`config.mk`:
```
export PLATFORM = sky130hd
export DESIGN_NAME = heap_free_run_search_top
export DESIGN_NICKNAME = d
export VERILOG_FILES = /design/src/hdl/hfrs_pkg.sv /design/src/hdl/hfrs_ctrl.sv /design/src/hdl/hfrs_datapath.sv /design/src/hdl/heap_free_run_search_top.sv
export SDC_FILE = /design/constraint.sdc
export NUM_CORES = 2
export LEC_CHECK = 0
export BUFFER_PORTS_ARGS = -buffer_cell sky130_fd_sc_hd__buf_2
export CAP_MARGIN = 5
export CELL_PAD_IN_SITES_DETAIL_PLACEMENT = 1
export CELL_PAD_IN_SITES_GLOBAL_PLACEMENT = 2
export CORE_MARGIN = 3
export CORE_UTILIZATION = 50
export CTS_CLUSTER_SIZE = 16
export DETAILED_ROUTE_END_ITERATION = 7
export MAX_ROUTING_LAYER = met4
export PLACE_DENSITY = 0.89
export SLEW_MARGIN = 20
export SYNTH_ARGS = -nofsm -noshare
export SYNTH_HDL_FRONTEND = slang
export SYNTH_SLANG_ARGS = --single-unit
```
`constraint.sdc`:
```
create_clock -name clk -period 35 [get_ports clk]
set_input_delay 7 -clock clk [delete_from_list [all_inputs] [get_ports clk]]
set_output_delay 7 -clock clk [all_outputs]
set_load 0.02 [all_outputs]
```
`src/hdl/hfrs_pkg.sv`:
```
// ----------------------------------------------------------------------------
// hfrs_pkg
// Shared types and constants for the heap free run search block.
// ----------------------------------------------------------------------------
package hfrs_pkg;

  localparam int MAP_DEPTH = 1024;
  localparam int ADDR_W    = $clog2(MAP_DEPTH);
  localparam int SIZE_W    = 11;
  localparam int POS_W     = ($clog2(MAP_DEPTH + 1) > SIZE_W) ? $clog2(MAP_DEPTH + 1) : SIZE_W;
  localparam int SUM_W     = ((POS_W > SIZE_W) ? POS_W : SIZE_W) + 1;
  localparam int CFG_W     = 11;
  localparam int CFG_IDX_W = 2;
  localparam int START_W   = 10;

  typedef enum logic [1:0] {
    FIT_FIRST = 2'd0,
    FIT_NEXT  = 2'd1,
    FIT_BEST  = 2'd2,
    FIT_WORST = 2'd3
  } fit_t;

  typedef enum logic [CFG_IDX_W-1:0] {
    CFG_STRATEGY     = 2'd0,
    CFG_REGION_START = 2'd1,
    CFG_REGION_SIZE  = 2'd2
  } cfg_idx_t;

  typedef struct packed {
    logic clear;
    logic load;
    logic write;
    logic scan;
    logic finish;
  } hfrs_cmd_t;

  typedef struct packed {
    logic clear_last;
    logic scan_done;
  } hfrs_status_t;

endpackage

```
`src/hdl/hfrs_ctrl.sv`:
```
// ----------------------------------------------------------------------------
// hfrs_ctrl
// Sequencer: map clearing after reset, request decode, scan, result strobe.
// ----------------------------------------------------------------------------
module hfrs_ctrl (
  input  logic                clk,
  input  logic                rst,
  input  logic                start,
  input  logic                mode,
  input  hfrs_pkg::hfrs_status_t status,
  output hfrs_pkg::hfrs_cmd_t    cmd,
  output logic                busy,
  output logic                done
);
  import hfrs_pkg::*;

  typedef enum logic [4:0] {
    S_CLEAR  = 5'b00001,
    S_IDLE   = 5'b00010,
    S_SCAN   = 5'b00100,
    S_FINISH = 5'b01000,
    S_DONE   = 5'b10000
  } state_t;

  state_t state;
  state_t state_next;

  always_ff @(posedge clk) begin
    if (rst) begin
      state <= S_CLEAR;
    end else begin
      state <= state_next;
    end
  end

  always_comb begin
    state_next = state;
    cmd        = '0;
    case (state)
      S_CLEAR: begin
        cmd.clear = 1'b1;
        if (status.clear_last) state_next = S_IDLE;
      end
      S_IDLE: begin
        if (start) begin
          if (mode) begin
            cmd.load   = 1'b1;
            state_next = S_SCAN;
          end else begin
            cmd.write  = 1'b1;
            state_next = S_DONE;
          end
        end
      end
      S_SCAN: begin
        cmd.scan = 1'b1;
        if (status.scan_done) state_next = S_FINISH;
      end
      S_FINISH: begin
        cmd.finish = 1'b1;
        state_next = S_DONE;
      end
      S_DONE: begin
        state_next = S_IDLE;
      end
      default: begin
        state_next = S_IDLE;
      end
    endcase
  end

  assign busy = (state != S_IDLE);
  assign done = (state == S_DONE);

endmodule

```
`src/hdl/hfrs_datapath.sv`:
```
// ----------------------------------------------------------------------------
// hfrs_datapath
// Used/free map memory, configuration registers, run tracking and selection.
// ----------------------------------------------------------------------------
module hfrs_datapath (
  input  logic                         clk,
  input  logic                         rst,
  input  hfrs_pkg::hfrs_cmd_t          cmd,
  output hfrs_pkg::hfrs_status_t       status,
  input  logic                         cfg_we,
  input  logic [hfrs_pkg::CFG_IDX_W-1:0] cfg_index,
  input  logic [hfrs_pkg::CFG_W-1:0]   cfg_data,
  input  logic [9:0]                   map_address,
  input  logic                         mark_used,
  input  logic [hfrs_pkg::SIZE_W-1:0]  request_size,
  output logic                         found,
  output logic [hfrs_pkg::START_W-1:0] run_start
);
  import hfrs_pkg::*;

  // configuration
  fit_t              strategy;
  logic [9:0]        region_start;
  logic [SIZE_W-1:0] region_size;

  // map memory
  logic              mem [MAP_DEPTH];
  logic              mem_we;
  logic [ADDR_W-1:0] mem_waddr;
  logic              mem_wdata;
  logic              rd_bit;

  logic [ADDR_W-1:0] clr_addr;
  logic [POS_W-1:0]  nfp;
  logic [POS_W-1:0]  end_pos;
  logic [SIZE_W-1:0] need;
  logic [POS_W-1:0]  scan_addr;
  logic              rd_valid;
  logic [POS_W-1:0]  rd_pos;

  logic              in_run;
  logic [POS_W-1:0]  cur_start;
  logic [POS_W-1:0]  cur_len;
  logic              hit;
  logic [POS_W-1:0]  best_start;
  logic [POS_W-1:0]  best_len;
  logic [POS_W-1:0]  best_after;

  logic [SUM_W-1:0]  end_sum;
  logic [POS_W-1:0]  end_calc;
  logic [POS_W-1:0]  from_calc;
  logic              issue;
  logic              close;
  logic              fits;
  logic              take;
  logic [POS_W-1:0]  close_after;
  logic              final_hit;
  logic [POS_W-1:0]  final_start;
  logic [POS_W-1:0]  final_after;
  logic              addr_ok;

  always_ff @(posedge clk) begin
    if (rst) begin
      strategy     <= FIT_FIRST;
      region_start <= '0;
      region_size  <= SIZE_W'(1024);
    end else if (cfg_we) begin
      case (cfg_idx_t'(cfg_index))
        CFG_STRATEGY:     strategy     <= fit_t'(cfg_data[1:0]);
        CFG_REGION_START: region_start <= cfg_data[9:0];
        CFG_REGION_SIZE:  region_size  <= cfg_data[SIZE_W-1:0];
        default:          ;
      endcase
    end
  end

  // region bounds and scan origin
  always_comb begin
    end_sum = SUM_W'(region_start) + SUM_W'(region_size);
    if (end_sum > SUM_W'(MAP_DEPTH)) begin
      end_calc = POS_W'(MAP_DEPTH);
    end else begin
      end_calc = end_sum[POS_W-1:0];
    end
    from_calc = POS_W'(region_start);
    if (strategy == FIT_NEXT && SUM_W'(nfp) >= SUM_W'(region_start) &&
        nfp < end_calc) begin
      from_calc = nfp;
    end
  end

  assign addr_ok = (SUM_W'(map_address) < SUM_W'(MAP_DEPTH));

  always_comb begin
    mem_we    = 1'b0;
    mem_waddr = clr_addr;
    mem_wdata = 1'b0;
    if (cmd.clear) begin
      mem_we = 1'b1;
    end else if (cmd.write && addr_ok) begin
      mem_we    = 1'b1;
      mem_waddr = ADDR_W'(map_address);
      mem_wdata = mark_used;
    end
  end

  always_ff @(posedge clk) begin
    if (mem_we) mem[mem_waddr] <= mem_wdata;
    rd_bit <= mem[scan_addr[ADDR_W-1:0]];
  end

  always_ff @(posedge clk) begin
    if (rst) begin
      clr_addr <= '0;
    end else if (cmd.clear) begin
      clr_addr <= clr_addr + 1'b1;
    end
  end

  assign issue             = cmd.scan && (scan_addr < end_pos);
  assign status.clear_last = (clr_addr == ADDR_W'(MAP_DEPTH - 1));
  assign status.scan_done  = !issue && !rd_valid;

  // run closing and strategy selection
  always_comb begin
    close       = (cmd.scan && rd_valid && rd_bit) || cmd.finish;
    close_after = cmd.finish ? end_pos : rd_pos;
    fits        = in_run && (SUM_W'(cur_len) >= SUM_W'(need));
    case (strategy)
      FIT_BEST:  take = fits && (!hit || cur_len < best_len);
      FIT_WORST: take = fits && (!hit || cur_len > best_len);
      default:   take = fits && !hit;
    endcase
    take        = take && close;
    final_hit   = hit || take;
    final_start = take ? cur_start : best_start;
    final_after = take ? close_after : best_after;
  end

  always_ff @(posedge clk) begin
    if (rst) begin
      rd_valid <= 1'b0;
      in_run   <= 1'b0;
      hit      <= 1'b0;
      nfp      <= '0;
    end else if (cmd.load) begin
      end_pos   <= end_calc;
      scan_addr <= from_calc;
      need      <= request_size;
      rd_valid  <= 1'b0;
      in_run    <= 1'b0;
      hit       <= 1'b0;
      found     <= 1'b0;
      run_start <= '0;
    end else if (cmd.write) begin
      found     <= 1'b0;
      run_start <= '0;
    end else if (cmd.scan) begin
      rd_valid <= issue;
      rd_pos   <= scan_addr;
      if (issue) scan_addr <= scan_addr + 1'b1;
      if (rd_valid) begin
        if (!rd_bit) begin
          if (!in_run) begin
            in_run    <= 1'b1;
            cur_start <= rd_pos;
            cur_len   <= POS_W'(1);
          end else begin
            cur_len <= cur_len + 1'b1;
          end
        end else begin
          in_run <= 1'b0;
        end
      end
      if (take) begin
        hit        <= 1'b1;
        best_start <= cur_start;
        best_len   <= cur_len;
        best_after <= close_after;
      end
    end else if (cmd.finish) begin
      found     <= final_hit;
      run_start <= final_hit ? START_W'(final_start) : '0;
      if (final_hit && strategy == FIT_NEXT) nfp <= final_after;
    end
  end

endmodule

```
`src/hdl/heap_free_run_search_top.sv`:
```
// ----------------------------------------------------------------------------
// heap_free_run_search_top
// Free run allocator search over a one-bit used/free heap map.
// ----------------------------------------------------------------------------
// map write: done strobes in the cycle after the accepting edge, then the block returns to idle
// search: the block loads, scans from the origin to the region end, finishes and strobes done
// the scan does one map read per cycle, which sets the search time
// reset: busy while the map is cleared one entry per cycle
// results are strobed on done for one cycle and cannot be stalled
module heap_free_run_search_top (
  input  logic                           clk,
  input  logic                           rst,
  input  logic                           start,
  output logic                           busy,
  output logic                           done,
  input  logic                           cfg_we,
  input  logic [hfrs_pkg::CFG_IDX_W-1:0] cfg_index,
  input  logic [hfrs_pkg::CFG_W-1:0]     cfg_data,
  input  logic                           mode,
  input  logic [9:0]                     map_address,
  input  logic                           mark_used,
  input  logic [hfrs_pkg::SIZE_W-1:0]    request_size,
  output logic                           found,
  output logic [hfrs_pkg::START_W-1:0]   run_start
);
  import hfrs_pkg::*;

  hfrs_cmd_t    cmd;
  hfrs_status_t status;

  hfrs_ctrl u_ctrl (
    .clk    (clk),
    .rst    (rst),
    .start  (start),
    .mode   (mode),
    .status (status),
    .cmd    (cmd),
    .busy   (busy),
    .done   (done)
  );

  hfrs_datapath u_datapath (
    .clk          (clk),
    .rst          (rst),
    .cmd          (cmd),
    .status       (status),
    .cfg_we       (cfg_we),
    .cfg_index    (cfg_index),
    .cfg_data     (cfg_data),
    .map_address  (map_address),
    .mark_used    (mark_used),
    .request_size (request_size),
    .found        (found),
    .run_start    (run_start)
  );

endmodule

```
Word-level counts from Yosys, hierarchy flattened

Memory sizes are Yosys's and may differ from the RTL's. A register that Yosys moved wholly into a read port is not among the register bits.
Cells that the tools add are included.

Output and inout port bits: 13
Logic and storage cells: 131
RAM bits: 1024
Memories: 1
ROM bits: 0
Input port bits: 40
Latch bits: 0
Bits in registers: 161

Multiply operators: 0
Add/subtract/negate cells: 4
Shifts and indexed selects: 0
Divide/modulo/power cells: 0
Bitwise gates (word level): 6
Magnitude comparators: 7
Reductions and logical operators: 40
Eq/ne operators: 17
Muxes and demuxes: 36

Memory list:

| memory         | words | width | rd ports | clocked after Yosys merged registers in | write ports | line                | text |
|---|---|---|---|---|---|---|---|
| u_datapath.mem | 1024  | 1     | 1        | 1                                       | 1           | hfrs_datapath.sv:27 | `logic mem [MAP_DEPTH];` |

Operators with widths:

| cell                  | number |
|---|---|
| $mux 11               | 8 |
| $mux 10               | 6 |
| $lt 11x11->1          | 3 |
| $add 11x1->11 const B | 2 |
| $mux 5                | 4 |
| $pmux 5 s4            | 1 |
| $mux 1                | 14 |
| $add 10x11->12        | 1 |
| $gt 12x11->1 const B  | 1 |
| $logic_and 1x1->1     | 12 |
| $reduce_and 3->1      | 4 |
| $ge 11x10->1          | 1 |
| $ge 11x11->1          | 1 |
| $gt 11x11->1          | 1 |
| $add 10x1->10 const B | 1 |
| $eq 10x10->1 const B  | 1 |
| $reduce_and 2->1      | 5 |
| $reduce_and 5->1      | 2 |
| $reduce_and 4->1      | 2 |
| $reduce_and 7->1      | 1 |
| $eq 2x2->1 const B    | 3 |
| $ne 2x2->1 const B    | 3 |
| $not 1->1             | 6 |
| $reduce_and 6->1      | 1 |
| other kinds (17)      | 26 |

Longest topological paths before layout

Depth after elaboration: 10
Mapped depth: 21

Cells and area by module

A second synthesis with hierarchy kept.

Cells, all modules: 3907
Area total of the unflattened synthesis: 53100.9 µm²

Modules (own cells, without submodules):

| module        | cells each | area each (µm²) | instances | sequential area each (µm²) |
|---|---|---|---|---|
| hfrs_datapath | 3868       | 52789.4         | 1         | 34953.5 |
| hfrs_ctrl     | 39         | 311.5           | 1         | 100.1 |

Worst setup path before layout

Ideal clock, no wire load.

Kind: in2reg
Start: input start
End: memory u_datapath.mem[0], data pin
Setup slack: 11.446 ns
Cell stages on the path: 5
Arrival time: 20.661 ns
Cells stage by stage: inv_1 -> nor4_4 -> buf_4 -> buf_2 -> and2_1

Longest elaborated chain between the ends: 4

Ends and longest elaborated chain:

| item                     | line                           | text |
|---|---|---|
| start, declared          | heap_free_run_search_top.sv:13 | `input logic start,` |
| $mux 2                   | hfrs_ctrl.sv:45                | `if (start) begin` |
| $mux 2                   | hfrs_ctrl.sv:39                | `case (state)` |
| $mux 1                   | hfrs_datapath.sv:100           | `end else if (cmd.write && addr_ok) begin` |
| $mux 1                   | hfrs_datapath.sv:98            | `if (cmd.clear) begin` |
| net u_datapath.mem_wdata | hfrs_datapath.sv:30            | `logic mem_wdata;` |
| end, declared            | hfrs_datapath.sv:27            |  |

The timed path passes the listed nets, and every way through them passes these cells.

Final worst setup path

Start: input start
End: memory u_datapath.mem[316], data pin

The elaborated chain is that of the path after synthesis.

==> impl_metrics.json <==
{
  "tns_ns": 0,
  "synth_edf_count": 1132,
  "firstDrtPassIters": 7,
  "initialDrtViolationCount": 3532,
  "power_mw": 2.91,
  "cts_tree": "done",
  "synth_nets": 3977,
  "grt_pass1_wl_microns": 231000,
  "drtAntennaViolNets": 0,
  "overflow": 0,
  "setup_violations": 0,
  "core.rowCount": 119,
  "cpMostUsedCell": "buf_4",
  "tightest_slew_ns": 1.18,
  "die_w_microns": 332,
  "powerDensity_mw_per_mm2": 49.8,
  "start_util_pct": 50.5,
  "cp.buffers_inverters": 7,
  "async_flop_share_pct": 0,
  "grt_usage_pct": 29.0,
  "finalCritPeriodShare_pct": 34.3,
  "critical-path-slowest-cell": "buf_4",
  "drc_errors": 0,
  "die_area_sq_mm": 0.110,
  "drive_above_1_share_pct": 17.8,
  "fin_cells": 5292,
  "finalHoldViolations": 0,
  "wl_microns": 155000,
  "crit_type": "input pin to flip-flop",
  "ys_types": 81,
  "path_clk_slew_ns": 0.06,
  "globalplace.congestion": 0.840,
  "fin_nets": 3897,
  "synth_seq_cells": 1185,
  "clk_path_buf_depth": 3,
  "crit_chain": "buf_2, inv_1, nor4_4, buf_4, and2_4, buf_6, buf_4, buf_4, buf_4",
  "final_cell_mix": "nor2_1, edfxtp_1, mux4_2",
  "max_stage_delay_ns": 0.90,
  "crit_fanout": 120,
  "cts_buffers": 121,
  "final_common_cell": "nor2_1",
  "synth.avg_cell_area_sq_um": 13.7,
  "cp.required_ns": 35.35,
  "dpl.cell_count": 5059,
  "hold_ws_ns": 0.460,
  "fillers": 10200,
  "coreArea_sq_mm": 0.105,
  "stdcell_area_sq_mm": 0.0584,
  "slew_headroom_pct": 20.8,
  "status": "finished clean",
  "drv_cap": 0,
  "final_util_pct": 55.4,
  "clk_latency_ns": 0.73,
  "max_freq_mhz": 83.3,
  "hp-start": "u_datapath.rd_pos[9]",
  "rr_startpoint": "u_ctrl.state[4]",
  "crit_start": "start",
  "hpwl_microns": 89700,
  "cp_top_family": "buffers and inverters",
  "synth_area_sq_mm": 0.0532,
  "period_minus_slack_ns": 12.01,
  "cts_resized": 0,
  "cts_setup_buffers": 0,
  "area_growth_pct": 9.82,
  "vias_per_cell": 6.33,
  "crit_arrival_ns": 12.36,
  "antenna_found_initial": 3,
  "start_kind": "input pin",
  "ir_drop_mv": 0.0485,
  "cts_htree_levels": 3,
  "rsz0062_at_grt": "no",
  "maxSlewViolCount": 0,
  "ios": 53,
  "crit_path_end_kind": "flip-flop",
  "grt_pass1_vias": 35200,
  "p_leak_nw": 18.3,
  "clockRootBuffer": "clkbuf_16",
  "vias": 33500,
  "die_y_microns": 332,
  "place_area_sq_mm": 0.0545,
  "synthFlopType": "edfxtp_1",
  "clock-sinks": 1185,
  "fin_skew_ns": 0.0448,
  "fin_ws_ns": 22.99,
  "drt-wirelength-per-cell_microns": 29.3,
  "ys_seq_area_share_pct": 65.9,
  "synth_warnings": 0,
  "grt_max_degree": 258,
  "portBuffers": 52,
  "syn_inst": 3871,
  "pre_cts_slack_ns": 22.05,
  "holdBufCountCts": 0,
  "hp-class": "flip-flop to flip-flop"
}
-- power breakdown --
part / leakage [nW] / internal, mW / switching, mW
clock: 1.88 / 0.705 / 0.563
combinational: 5.57 / 0.0219 / 0.0786
sequential: 10.9 / 1.54 / 0.00423
total: 18.3 / 2.26 / 0.645
-- cells in the mapped netlist (17+ instances only) --
cell type,instances,share of area (%)
buf_2,73,0.69
edfxtp_1,1132,64
clkbuf_1,155,1.1
o21ai_0,42,0.40
nand3_1,49,0.46
mux2i_1,43,0.81
a21o_1,18,0.25
nor2_1,1148,8.1
nand2_1,145,1.0
dfxtp_1,53,2.0
o22ai_1,30,0.35
a21oi_1,74,0.70
mux4_2,258,11
buf_1,70,0.49
a211oi_1,17,0.24
ha_1,65,1.5
inv_1,62,0.44
nor3_1,32,0.30
nand2b_1,25,0.29
mux2_2,25,0.53
a22oi_1,36,0.51
-- metal layers --
layer  GRT usage [%]  share of wire, %
met5               -                 0
met4            11.5               4.1
met3            4.49               7.1
met2            47.6                50
met1            36.4                39
-- area by class of cell --
cell class	instances	area [sq um]	area share, %
Inverter	64	240	0.411
Timing Repair Buffer	121	820	1.40
Antenna cell	6	15.0	0.0257
Clock buffer	154	3240	5.55
Multi-Input combinational cell	2298	16700	28.6
Tap cell	1391	1740	2.98
Sequential cell	1185	35100	60.0
Clock inverter	73	572	0.979
-- worst paths after layout --
kind                                           endpoint  slack, ns  cells past startpoint
worst max-delay path                u_datapath.mem[316]      22.99                      9
worst min-delay path            u_datapath.cur_start[9]       0.46                      0
worst max register to register      u_datapath.mem[316]      28.72                      8
worst min register to register  u_datapath.cur_start[9]       0.46                      0
-- flip-flops by register name, indices dropped and copies added (netlist names) --
signal	cells
u_datapath.end_pos	11
u_datapath.cur_len	11
u_datapath.region_size	11
u_datapath.rd_valid	1
u_datapath.rd_pos	11
u_datapath.run_start	10
u_datapath.in_run	1
u_datapath.found	1
u_datapath.best_start	10
u_datapath.hit	1
u_datapath.cur_start	10
u_datapath.nfp	11
u_datapath.strategy	2
u_ctrl.state	5
u_datapath.need	11
u_datapath.rd_bit	1
u_datapath.mem	1024
u_datapath.clr_addr	10
u_datapath.best_len	11
u_datapath.region_start	10
u_datapath.best_after	11
u_datapath.scan_addr	11
-- cells by family (layout without fill, tap and decap cells) --
family,count (synthesis),after routing,synth area share [%]
DFF,1185,1185,65.9
muxes,326,326,12.3
adders and majority gates,66,66,1.57
AOI/OAI and AO/OA,348,348,4.63
buffers and inverters,388,412,3.19
other,0,6,0
and+or+nand+nor,1531,1531,12.0
xor gates and xnor gates,27,27,0.445
-- worst register-to-register path, stage by stage, from the launching register on --
cell     delay (ns)
dfxtp_1        0.35
or3_4          0.44
nor4_4         0.25
buf_4          0.38
and2_4         0.81
buf_6          0.75
buf_4          0.98
buf_4          0.95
buf_4          0.93
(Power assumes the default switching activity.)
